**src/rtl/rnpc_pkg.sv**
```systemverilog
`default_nettype none
// ----------------------------------------------------------------------------
// rnpc_pkg
// Shared constants and types of the rigid-align nearest-point cost core.
// ----------------------------------------------------------------------------
package rnpc_pkg;

   localparam int MAX_PAIRS_DEF = 256;   // default store depth
   localparam int CRD_W         = 24;    // point coordinate, 8 fraction bits
   localparam int ROT_W         = 16;    // Q2.14 matrix entry
   localparam int COST_W        = 24;    // result width
   localparam int DIST_W        = 28;    // bits of the distance limit
   localparam int DIST_LIMIT    = 256000000;
   localparam int CSR_IDX_W     = 3;
   localparam int SQ_IN_W       = 64;    // squared distance width

   // configuration register index codes
   typedef enum logic [CSR_IDX_W-1:0] {
      CSR_ROT_00  = 3'd0,
      CSR_ROT_01  = 3'd1,
      CSR_ROT_10  = 3'd2,
      CSR_ROT_11  = 3'd3,
      CSR_SHIFT_X = 3'd4,
      CSR_SHIFT_Y = 3'd5,
      CSR_MATCH   = 3'd6
   } csr_index_type;

   // sequencer states, one-hot
   typedef enum logic [14:0] {
      ST_IDLE  = 15'b000000000000001,
      ST_CXGO  = 15'b000000000000010,
      ST_CXW   = 15'b000000000000100,
      ST_CYGO  = 15'b000000000001000,
      ST_CYW   = 15'b000000000010000,
      ST_PRD   = 15'b000000000100000,
      ST_PDIF  = 15'b000000001000000,
      ST_PMUL  = 15'b000000010000000,
      ST_PSUM  = 15'b000000100000000,
      ST_SCAN  = 15'b000001000000000,
      ST_SQGO  = 15'b000010000000000,
      ST_SQW   = 15'b000100000000000,
      ST_MGO   = 15'b001000000000000,
      ST_MW    = 15'b010000000000000,
      ST_DONE  = 15'b100000000000000
   } state_type;

endpackage : rnpc_pkg
`default_nettype wire

```
**src/rtl/rnpc_div.sv**
```systemverilog
`default_nettype none
// ----------------------------------------------------------------------------
// rnpc_div
// Serial restoring unsigned divider, one quotient bit per cycle.
// ----------------------------------------------------------------------------
module rnpc_div
   import rnpc_pkg::*;
#(
   parameter int NW = 36,
   parameter int DW = 10
) (
   input  wire logic          clock,
   input  wire logic          reset,
   input  wire logic          start,
   input  wire logic [NW-1:0] numer,
   input  wire logic [DW-1:0] denom,
   output logic               done,
   output logic [NW-1:0]      quot
);

   localparam int CNT_W = $clog2(NW + 1);

   logic [NW-1:0]    num_ff;
   logic [DW-1:0]    rem_ff;
   logic [DW-1:0]    den_ff;
   logic [CNT_W-1:0] cnt_ff;
   logic             busy_ff;
   logic             done_ff;
   logic [DW:0]      rem_sh;
   logic             ge;
   logic [DW:0]      rem_nx;

   assign rem_sh = {rem_ff, num_ff[NW-1]};
   assign ge     = rem_sh >= {1'b0, den_ff};
   assign rem_nx = ge ? (rem_sh - {1'b0, den_ff}) : rem_sh;

   always_ff @(posedge clock) begin
      if (reset) begin
         busy_ff <= 1'b0;
         done_ff <= 1'b0;
         cnt_ff  <= '0;
      end else begin
         done_ff <= 1'b0;
         if (start) begin
            busy_ff <= 1'b1;
            cnt_ff  <= CNT_W'(NW);
         end else if (busy_ff) begin
            cnt_ff <= cnt_ff - 1'b1;
            if (cnt_ff == CNT_W'(1)) begin
               busy_ff <= 1'b0;
               done_ff <= 1'b1;
            end
         end
      end
   end

   always_ff @(posedge clock) begin
      if (start) begin
         num_ff <= numer;
         den_ff <= denom;
         rem_ff <= '0;
      end else if (busy_ff) begin
         num_ff <= {num_ff[NW-2:0], ge};
         rem_ff <= rem_nx[DW-1:0];
      end
   end

   assign done = done_ff;
   assign quot = num_ff;

endmodule : rnpc_div
`default_nettype wire

```
**config.mk**
```make
export PLATFORM = sky130hd
export DESIGN_NAME = rnpc_div
export DESIGN_NICKNAME = d
export VERILOG_FILES = /design/src/rtl/rnpc_pkg.sv /design/src/rtl/rnpc_div.sv
export SDC_FILE = /design/constraint.sdc
export NUM_CORES = 1
export LEC_CHECK = 0
export BUFFER_PORTS_ARGS = -buffer_cell sky130_fd_sc_hd__buf_2
export CAP_MARGIN = 10
export CORE_ASPECT_RATIO = 1.2
export CORE_MARGIN = 5
export CORE_UTILIZATION = 52
export CTS_BUF_LIST = sky130_fd_sc_hd__clkbuf_16
export DETAILED_ROUTE_END_ITERATION = 10
export PLACE_DENSITY = 0.79
export SYNTH_ARGS = -nofsm -noshare
export SYNTH_HDL_FRONTEND = slang
export SYNTH_SLANG_ARGS = --single-unit
```
**constraint.sdc**
```tcl
create_clock -name clock -period 2.7 [get_ports clock]
set_input_delay 0.54 -clock clock [delete_from_list [all_inputs] [get_ports clock]]
set_output_delay 0.54 -clock clock [all_outputs]
set_load 0.02 [all_outputs]
```
======== Word-level counts from Yosys, hierarchy flattened ========
Index checks and enable logic that the tools add are counted.
storage, ports and cells
  flip-flop bits (word level) ............. 64
  input port bits ......................... 49
  logic and storage cells ................. 24
  output and inout port bits .............. 37
cells by class
  reduce and logical (&&, ||, !) cells .... 3
  mux-type cells .......................... 9
  magnitude comparators ................... 1
  $add $sub $neg .......................... 2
  bitwise logic cells ..................... 1
  equal/unequal tests ..................... 1
operators by type and width
  kind                 number
  $mux 36              2
  $mux 6               2
  $ge 11x10->1         1
  $mux 10              1
  $sub 10x10->10       1
  $eq 6x1->1 const B   1
  $sub 6x1->6 const B  1
  $mux 1               4
  $reduce_or 3->1      1
  $reduce_bool 2->1    1
  $reduce_or 2->1      1
  $not 1->1            1

======== Depth between registers and ports, before layout ========
  depth after elaboration ................. 4
  depth in mapped cells ................... 10
  gate-level depth less buffers ........... 10

======== Least setup slack after synthesis ========
No wires, ideal clock.
  path kind ............................... register to register
  start ................................... register num_ff[35], in the netlist quot[35]
  end ..................................... register rem_ff[8]
  setup time .............................. 141 ps
  arrival ................................. 2,328 ps
  clock period less this slack ............ 2,468 ps
  setup slack ............................. 232 ps
  stages on the path, launching flop included .. 11
  buffers on the path ..................... 0
  required time ........................... 2,559 ps
  cells stage by stage .................... edfxtp_1 -> inv_1 -> ha_1 -> inv_1 -> fa_1 -> a211oi_1 -> nor3_1 -> o31a_1 -> or3_1 -> nand3_1 -> a311oi_1
on the way
  cells in the longest elaborated chain, start to end .. 2
  elaborated cells between the ends (all ways) .. 3
  those cells by class .................... add/sub: 1; order compare: 1; mux: 1
ends and longest elaborated chain
  element                                                RTL line                        RTL
  from (decl)                                            rnpc_div.sv:23                  logic [NW-1:0] num_ff;
  from (signal assigned)                                 rnpc_div.sv:59                  num_ff <= numer;
  from (signal assigned)                                 rnpc_div.sv:63                  num_ff <= {num_ff[NW-2:0], ge};
  $sub 10x10->10 / $ge 11x10->1 (equally long branches)  rnpc_div.sv:35, rnpc_div.sv:34
  $mux 10 *                                              rnpc_div.sv:35                  assign rem_nx = ge ? (rem_sh - {1'b0, den_ff}) : rem_sh;
  to (signal assigned)                                   rnpc_div.sv:64                  rem_ff <= rem_nx[DW-1:0];
  to (decl)                                              rnpc_div.sv:24                  logic [DW-1:0] rem_ff;
Mark *: on every way between the ends. The rest lies on a longest branch, timed or not.
A chain may end at the register's enable or synchronous reset.

======== Final worst setup path ========
Ends and elaborated chain as after synthesis.

==> flow_summary.toml <==
[timing]
period_minus_slack_ns = 2.474
finalSetupViolCount = 0
slew_viol_final = 0
tightest_slew_ns = 0.4607
setup-tns-final_ns = 0
period_share = 0.9163
fin_skew_ns = 0.005328
maxSlewHeadroom = 0.6928
hold_violations = 0
fmax_mhz = 404.2
rsz0062_at_grt = "false"

[yosys]
async_flop_share = 0
netlist.area_leader.share = 0.4443
syn_nets = 304
syn_area_um2 = 3109
synth_seq_area_share = 0.5602
synth_area_leaders = "edfxtp_1 44%, mux2_2 13%, dfxtp_1 12%"
synthFlopType = "edfxtp_1"
yosysWarningCount = 0
synth_area_leader_cell = "edfxtp_1"
synth_edf_count = 46
synth.distinct_cells = 46
syn_inst = 242
synth-seq-cells = 64
synth.avg_cell_area_um2 = 12.85

[finish]
drive_gt1_frac = 0.4451
area_growth_pct = 26.60
nets = 394
postLayoutCoreUtil = 0.6854
fillers = 421
final_cells = 417
antennaDiodeCount = 0

[detailed_routing]
viasPerCell = 5.233
dr_total_vias = 2182
drt-wirelength-per-cell_um = 15.29
wirelength_um = 6377
drc_errors = 0
drtAntennaViolNets = 0
dr.pass1.iters = 4
drtIter0Drc = 63

[clock_network]
clockRootBuffer = "clkbuf_16"
cts_tree = "built"
clk_latency_ns = 0.33
cts_buffers = 9
clock_sinks = 64
post-cts-setup-buffers = 0
hold_buffers = 0
clock_path_buffers = 2
path_clk_slew_ns = 0.05
cts_resized = 0
htree_num_levels = 3

[global_routing]
antenna_found_initial = 0
grt_pass1_wl_um = 10780
grt_overflow_total = 0
grt_pass1_vias = 2297
grt.total_usage = 0.1850
grt_max_degree = 37

[outcome]
status = "finished, final reports clean"

[placed_design]
dp_cells = 401
io_buffers = 85
gp_congestion = 0.7748
hpwl_um = 4617

[worst_setup_path]
crit_arrival_ns = 2.67
cp_max_fo = 3
crit_slowest_cell = "fa_1"
cp_cell_sequence = "inv_1, ha_1, inv_1, fa_1, a211oi_1, nor3_1, o31a_1, or3_1, nand3_1, a311oi_1"
cpMostUsedCell = "inv_1"
cp.required_ns = 2.89
cpPeakStageDelay_ns = 0.41
start_kind = "flip-flop"
path_delay_family = "compound AO/OA/AOI/OAI gates"
path_class = "reg2reg"
cp_num_buf_inv = 2
end_kind = "flip-flop"

[floorplan]
num_rows = 30
dieArea_um2 = 7632
start_util = 0.5414
core_um2 = 5743
io_pins = 86
die_y_um = 94.71
die_w_um = 80.59

[pwr]
leakage_nw = 1.680
max-vdd-ir-drop_mv = 0.4837
p_per_area_nw_per_um2 = 747.6

[min_path]
min_path_type = "in2reg"

[flow_run]
max_cap_violations = 0
-- worst register-to-register path: stages (launching register included) --
cell and delay (ns):
edfxtp_1 0.39, inv_1 0.07, ha_1 0.16, inv_1 0.05, fa_1 0.41, a211oi_1 0.39, nor3_1 0.10, o31a_1 0.29
or3_1 0.30, nand3_1 0.08, a311oi_1 0.10
-- stage by stage --
stage	total power, W	cell area (um^2)	setup slack (ns)	hold slack, ns
6_report	0.002943	3936	0.2259	0.3891
5_1_grt	0.003077	3936	0.09491	0.3750
4_1_cts	0.002964	3936	0.2186	0.3811
3_5_place_dp	0.001757	3623	0.2344	0.4939
3_3_place_gp	0.001741	3623	0.2773	0.4869
2_1_floorplan	0.001600	3109	0.2316	0.4686
-- final cells by class --
type                       instances  area [um^2]  area share
tap                               80        100.1     0.02543
timing repair buffer              90        462.9      0.1176
sequential                        64         1742      0.4425
clock inverter                     7        87.58     0.02225
multi-input combinational        154         1270      0.3226
inverter                          13        48.80     0.01240
clock buffer                       9        225.2     0.05722
-- sequential cells by signal (all words and copies together) (netlist names) --
name / cells
busy_ff: 1
cnt_ff: 6
den_ff: 10
done: 1
quot: 36
rem_ff: 10
-- cell usage in the layout (no fill, tap or decap), types with 2 or more instances in the layout --
cell       count
buf_2         85
edfxtp_1      46
mux2_2        36
dfxtp_1       18
nor2_1        15
inv_1         14
ha_1          12
nand2_1        9
clkbuf_16      9
nor3_1         8
a211oi_1       7
xnor2_1        7
buf_4          5
a21o_1         4
a21oi_1        4
nor2b_1        4
xor2_1         4
mux2i_1        4
nand3_1        3
a31oi_1        3
o22ai_1        3
clkinv_2       3
o21bai_1       2
nor4b_1        2
nand3b_1       2
and3_2         2
o21ai_0        2
nor3b_1        2
bufinv_16      2
-- Yosys cell counts (6+ instances only) --
cell type  number
edfxtp_1       46
mux2_2         36
dfxtp_1        18
nor2_1         15
inv_1          13
ha_1           12
nand2_1         9
nor3_1          8
a211oi_1        7
xnor2_1         7
buf_1           6
-- cell families after synthesis --
logic type | share of synthesized area
buffers and inverters | 0.03139
and+or+nand+nor | 0.09457
muxes | 0.1433
AOI/OAI and AO/OA | 0.08491
DFF | 0.5602
adders and majority gates | 0.05473
xor gates and xnor gates | 0.03099
-- layer usage --
metal	global-route usage	share of wire	wire [um]
met1	0.2270	0.43	2737
met2	0.2990	0.49	3125
met3	0.06489	0.068	436
met4	0.07042	0.012	78
met5	0	0	0
-- worst paths after layout --
check,startpoint,endpoint,slack [ns],cells after the start
worst max-delay path,quot[35]$_DFFE_PP_,rem_ff[8]$_SDFFE_PP0P_,0.23,10
worst min-delay path,denom[3],den_ff[3]$_DFFE_PP_,0.39,1
worst min register to register,rem_ff[5]$_SDFFE_PP0P_,rem_ff[5]$_SDFFE_PP0P_,0.50,2
worst max register to register,quot[35]$_DFFE_PP_,rem_ff[8]$_SDFFE_PP0P_,0.23,10
-- report_power, final --
| group | switching (W) | internal (W) | total (W) |
|---|---|---|---|
| sequential | 0.0000519 | 0.00117 | 0.00122 |
| combinational | 0.000291 | 0.000227 | 0.000518 |
| clock | 0.000406 | 0.000800 | 0.00121 |
| total | 0.000749 | 0.00219 | 0.00294 |
(Power assumes the default switching activity.)
