[config.mk]
export PLATFORM = sky130hd
export DESIGN_NAME = rnpc_sqrt
export DESIGN_NICKNAME = d
export VERILOG_FILES = /design/src/rtl/rnpc_pkg.sv /design/src/rtl/rnpc_sqrt.sv
export SDC_FILE = /design/constraint.sdc
export NUM_CORES = 1
export LEC_CHECK = 0
export BUFFER_PORTS_ARGS = -buffer_cell sky130_fd_sc_hd__buf_2
export CAP_MARGIN = 25
export CORE_ASPECT_RATIO = 0.75
export CORE_MARGIN = 2
export CORE_UTILIZATION = 25
export CTS_CLUSTER_DIAMETER = 120
export DETAILED_ROUTE_END_ITERATION = 16
export PLACE_DENSITY = 0.47
export SKIP_LAST_GASP = 1
export SLEW_MARGIN = 10
export SYNTH_ARGS = -nofsm -noshare
export SYNTH_HDL_FRONTEND = slang
export SYNTH_SLANG_ARGS = --single-unit
[constraint.sdc]
create_clock -name clock -period 7.63 [get_ports clock]
set_input_delay 0.763 -clock clock [delete_from_list [all_inputs] [get_ports clock]]
set_output_delay 0.763 -clock clock [all_outputs]
set_load 0.01 [all_outputs]
[src/rtl/rnpc_pkg.sv]
`default_nettype none
// ----------------------------------------------------------------------------
// rnpc_pkg
// Shared constants and types of the rigid-align nearest-point cost core.
// ----------------------------------------------------------------------------
package rnpc_pkg;

   localparam int MAX_PAIRS_DEF = 256;   // default store depth
   localparam int CRD_W         = 24;    // point coordinate, 8 fraction bits
   localparam int ROT_W         = 16;    // Q2.14 matrix entry
   localparam int COST_W        = 24;    // result width
   localparam int DIST_W        = 28;    // bits of the distance limit
   localparam int DIST_LIMIT    = 256000000;
   localparam int CSR_IDX_W     = 3;
   localparam int SQ_IN_W       = 64;    // squared distance width

   // configuration register index codes
   typedef enum logic [CSR_IDX_W-1:0] {
      CSR_ROT_00  = 3'd0,
      CSR_ROT_01  = 3'd1,
      CSR_ROT_10  = 3'd2,
      CSR_ROT_11  = 3'd3,
      CSR_SHIFT_X = 3'd4,
      CSR_SHIFT_Y = 3'd5,
      CSR_MATCH   = 3'd6
   } csr_index_type;

   // sequencer states, one-hot
   typedef enum logic [14:0] {
      ST_IDLE  = 15'b000000000000001,
      ST_CXGO  = 15'b000000000000010,
      ST_CXW   = 15'b000000000000100,
      ST_CYGO  = 15'b000000000001000,
      ST_CYW   = 15'b000000000010000,
      ST_PRD   = 15'b000000000100000,
      ST_PDIF  = 15'b000000001000000,
      ST_PMUL  = 15'b000000010000000,
      ST_PSUM  = 15'b000000100000000,
      ST_SCAN  = 15'b000001000000000,
      ST_SQGO  = 15'b000010000000000,
      ST_SQW   = 15'b000100000000000,
      ST_MGO   = 15'b001000000000000,
      ST_MW    = 15'b010000000000000,
      ST_DONE  = 15'b100000000000000
   } state_type;

endpackage : rnpc_pkg
`default_nettype wire

[src/rtl/rnpc_sqrt.sv]
`default_nettype none
// ----------------------------------------------------------------------------
// rnpc_sqrt
// Serial integer square root (floor), one root bit per cycle.
// ----------------------------------------------------------------------------
module rnpc_sqrt
   import rnpc_pkg::*;
#(
   parameter int IW = SQ_IN_W
) (
   input  wire logic            clock,
   input  wire logic            reset,
   input  wire logic            start,
   input  wire logic [IW-1:0]   radicand,
   output logic                 done,
   output logic [IW/2-1:0]      root
);

   localparam int RW    = IW / 2;
   localparam int CNT_W = $clog2(RW + 1);

   logic [IW-1:0]    val_ff;
   logic [RW:0]      rem_ff;
   logic [RW-1:0]    root_ff;
   logic [CNT_W-1:0] cnt_ff;
   logic             busy_ff;
   logic             done_ff;
   logic [RW+2:0]    rem_sh;
   logic [RW+2:0]    trial;
   logic             ge;
   logic [RW+2:0]    rem_nx;

   assign rem_sh = {rem_ff, val_ff[IW-1:IW-2]};
   assign trial  = {1'b0, root_ff, 2'b01};
   assign ge     = rem_sh >= trial;
   assign rem_nx = ge ? (rem_sh - trial) : rem_sh;

   always_ff @(posedge clock) begin
      if (reset) begin
         busy_ff <= 1'b0;
         done_ff <= 1'b0;
         cnt_ff  <= '0;
      end else begin
         done_ff <= 1'b0;
         if (start) begin
            busy_ff <= 1'b1;
            cnt_ff  <= CNT_W'(RW);
         end else if (busy_ff) begin
            cnt_ff <= cnt_ff - 1'b1;
            if (cnt_ff == CNT_W'(1)) begin
               busy_ff <= 1'b0;
               done_ff <= 1'b1;
            end
         end
      end
   end

   always_ff @(posedge clock) begin
      if (start) begin
         val_ff  <= radicand;
         rem_ff  <= '0;
         root_ff <= '0;
      end else if (busy_ff) begin
         val_ff  <= {val_ff[IW-3:0], 2'b00};
         rem_ff  <= rem_nx[RW:0];
         root_ff <= {root_ff[RW-2:0], ge};
      end
   end

   assign done = done_ff;
   assign root = root_ff;

endmodule : rnpc_sqrt
`default_nettype wire

## After elaboration in Yosys (flattened, before gate mapping)

Cells that the tools add are included.

- Reduce and logical (&&, ||, !) cells: 3
- Add/sub/neg operators: 2
- Eq/ne operators: 1
- Muxes and demuxes: 9
- Bitwise gates (word level): 1
- Magnitude comparators: 1

Operator list:

| operator | number |
|---|---|
| $mux 64 | 2 |
| $ge 35x34->1 | 1 |
| $mux 33 | 1 |
| $sub 33x33->33 | 1 |
| $mux 6 | 2 |
| $eq 6x1->1 const B | 1 |
| $sub 6x1->6 const B | 1 |
| $mux 1 | 4 |
| $reduce_or 3->1 | 1 |
| $reduce_bool 2->1 | 1 |
| $reduce_or 2->1 | 1 |
| $not 1->1 | 1 |

- Output and inout bits: 33
- Logic and storage cells: 24
- Bits in registers: 137
- Input bits: 67

## Longest topological paths before layout

- Depth after elaboration: 4
- Gate-level depth with buffers: 13

## Worst setup path after synthesis

Ideal clock, no wire load.

- Path type: input to register
- Start: input port start
- End: register val_ff[0] (enable)
- Path buffers: 1
- Data arrival time: 2,410 ps
- Required time: 7,212 ps
- Path slack: 4,802 ps
- Cell stages on the path: 3
- Setup time: 418 ps
- Cells stage by stage: clkbuf_1 nor2_1 inv_1

- Cells in the longest elaborated chain, start to end: 1

Ends and longest elaborated chain:

| what | line | source |
|---|---|---|
| from (decl) | rnpc_sqrt.sv:13 | `input wire logic start,` |
| $reduce_bool 2->1 (no line) | - |  |
| to (signal assigned) | rnpc_sqrt.sv:60 | `val_ff <= radicand;` |
| to (signal assigned) | rnpc_sqrt.sv:64 | `val_ff <= {val_ff[IW-3:0], 2'b00};` |
| to (decl) | rnpc_sqrt.sv:22 | `logic [IW-1:0] val_ff;` |

No other way between the ends.
A chain may end at the register's enable or synchronous reset.

## Final worst setup path

- Start: register root_ff[2] (netlist: root[2])
- End: register rem_ff[10]

- Cells in the longest elaborated chain, start to end: 2
- Elaborated cells on any way between the ends: 3

Ends and longest elaborated chain:

| what | line | source |
|---|---|---|
| from (decl) | rnpc_sqrt.sv:24 | `logic [RW-1:0] root_ff;` |
| from (signal assigned) | rnpc_sqrt.sv:66 | `root_ff <= {root_ff[RW-2:0], ge};` |
| $sub 33x33->33 / $ge 35x34->1 (equally long branches) | rnpc_sqrt.sv:36, rnpc_sqrt.sv:35 |  |
| $mux 33 * | rnpc_sqrt.sv:36 | `assign rem_nx = ge ? (rem_sh - trial) : rem_sh;` |
| to (signal assigned) | rnpc_sqrt.sv:65 | `rem_ff <= rem_nx[RW:0];` |
| to (decl) | rnpc_sqrt.sv:23 | `logic [RW:0] rem_ff;` |

Mark *: on every way between the ends. The rest lies on a longest branch, timed or not.

==> metrics <==
hpwl dp=approximately 14,000 um; Global Route Usage Sum=0.129; required time worst endpoint=approximately 8000 ps; Tmin final=3260 ps; clock-pin transition on the worst setup and hold timing paths=60 ps; syn_nets=873; wire length of the first global-routing pass=about 33,000 um; Min-Delay Path Class=flop to flop; number of enable flip-flop cells after synthesis=64; Setup Skew=~7.3 ps; Unique masters post-synth=70; total congestion overflow=0; RePlAce Congestion=~0.8; Ys Warns=0; largest net degree at the start of global routing=81; Iteration-0 DRC Markers=461; fin. max-slew vios=0; Arr. time, crit path=3610 ps; crit-path cells=inv_1 > ha_1 > a21oi_2 > a21oi_1 > o31ai_2 > a21oi_2 > a21o_4 > a31oi_4 > nand2_1 > a311oi_2; Setup crit end kind=flop; actual slew at the worst max-slew pin=between 900 and 1000 ps; final wirelength=around 20,000 um; largest cells by area after synthesis=edfxtp_1 (25%), dfxtp_1 (19%), mux2_2 (9.0%), ha_1 (5.8%), mux2i_1 (4.6%); setup repair after global routing missed its margin=false; Setup Buffers After CTS=0; Top cell by count, worst path=a21oi_2; Initial Util=0.256; status=finished clean; Clk Latency, worst-skew pair=430 ps; Worst Slack Setup Final=4370 ps; antenna viol nets, final=0; critical path's slowest cell=a31oi_4; core area=30,300 sq um; post-synth top area cell=edfxtp_1; max incr delay on CP=roughly 790 ps; DR vias=roughly 6k; PD cells=392 nW/um^2; I/O pin cnt=100; Pwr Total=3.60 mW; Clock Path Buffers=2; Final Hold Fails=0; row cnt=55; Synth Instances=770; WS Path Type=flop to flop; Layout area overhead=18.5%; nets=951; top cell type's share of synthesized area=0.247; DR vias/cell=between 4 and 5; DRC=0; # resized after CTS=0; port bufs=99; final number of setup-violating endpoints=0; cts bufs inserted=17; post-synthesis area per instance=between 10 and 15 sq um; asr flop ratio synth=0; CTS Hold Buffers Added=0; fillers=around 3.2k; top-count cell post-synth=nor2_1; htree depth=4; initial antenna violation count=1; Num Clock Sinks=137; max-cap violations=0; Avg WL per Cell=15.9 um; layout cell share with drive strength beyond 1=0.262; pre-CTS setup slack=4390 ps; FMAX=between 0.3 and 0.4 GHz; Synth Flop Type=dfxtp_1; Max-slew headroom=0.343; Root Driver=clkbuf_16; die width=208 um; die area=between 30,000 and 40,000 sq um; design area=9200 sq um; Pre-antenna DRT Iters=5; final setup TNS=0 ps; Post-DP Area=8590 sq um; Netlist Area Pre-Place=7770 sq um; most frequent cells after synthesis=nor2_1 (79), dfxtp_1 (73), nand2_1 (69); sequential share of the synthesized area=0.436; Max VDD drop=approximately 0.00021 V; fin crit share=0.427; Die Ht=157 um; leak pwr=about 3.7 nW; startpoint types=flop; crit-path max FO=29; flops & latches, synth=137; number of global-route vias before repair=a little under 6k; CTS tree=yes
==> metal layers <==
metal / vias up / track usage / part of all wire
li1: 2959 / - / -
met1: 2778 / 0.188 / 0.53
met2: 98 / 0.175 / 0.39
met3: 14 / 0.0458 / 0.069
met4: 0 / 0.0357 / 0.011
met5: - / 0 / 0
==> where the power goes <==
group | switching, mW | internal (mW) | leakage, nW | total (mW)
sequential | 0.0731 | 0.873 | 1.24 | 0.946
combinational | 1.11 | 0.699 | 2.20 | 1.81
clock | 0.332 | 0.511 | 0.280 | 0.842
==> worst paths after layout <==
check / from / endpoint / slack (ps) / depth (start not counted)
setup / recovery: root[2] / rem_ff[10] / 4370 / 10
hold / removal: cnt_ff[0] / cnt_ff[0] / 490 / 2
setup reg to reg: root[2] / rem_ff[10] / 4370 / 10
hold reg to reg: cnt_ff[0] / cnt_ff[0] / 490 / 2
==> metrics by stage <==
stage | hold slack (ps) | utilization | cells
after CTS | 481 | 0.302 | 1259
after global routing | 489 | 0.303 | 1260
after floorplan | 450 | - | 770
after global placement | 478 | 0.283 | 1227
final | 495 | 0.303 | 1261
after detailed placement | 493 | 0.283 | 1227
==> cells by family (layout without fill, tap and decap cells) <==
kind of cell,Yosys count,in the layout,share of synthesized area
flip-flops,137,137,0.436
AO/OA/AOI/OAI,161,161,0.161
multiplexers,98,98,0.136
adder cells (fa/ha/maj),36,36,0.0580
AND/OR/NAND/NOR,217,217,0.125
buffers and inverters,90,181,0.0488
XOR/XNOR,31,31,0.0350
other,0,1,0
==> placed cells by master (no fill, tap or decap), types with 7 or more instances in the layout <==
cell type	netlist	routed
xor2_1	13	13
o21ai_0	20	20
mux2_2	62	62
mux2i_1	36	36
edfxtp_1	64	64
nor3_1	14	14
a311oi_2	16	16
a31oi_1	8	8
xnor2_1	18	18
nor2_1	79	79
a211oi_1	8	8
inv_1	45	44
ha_1	36	36
a21oi_1	29	29
a21o_1	19	19
o21ai_1	10	10
buf_2	6	98
nand2_1	69	69
dfxtp_1	73	72
clkbuf_16	0	17
nand2b_1	7	7
nand3_1	10	10
nand4_1	9	9
and3_1	10	10
==> final cells by class <==
cell class	instances	area (sq um)	share of cell area
multi-input combinational	543	4010	0.436
clock inverter	13	153	0.0166
inverter	46	173	0.0188
antenna	1	2.50	0.000272
timing repair buffer	103	541	0.0588
sequential	137	3390	0.368
clock buffer	19	433	0.0471
tap	399	499	0.0543
==> sequential cells by signal, summed over array words and instances (netlist names) <==
name	count
cnt_ff	6
rem_ff	33
root	32
busy_ff	1
done	1
val_ff	64
==> critical path: cells and delay by family (launching register included) <==
kind	cells	cell delay [ps]
AO/OA/AOI/OAI	7	2160
buffers and inverters	1	60
AND/OR/NAND/NOR	1	180
adder cells (fa/ha/maj)	1	380
flip-flops	1	370
Power figures use the tool's default switching activity.
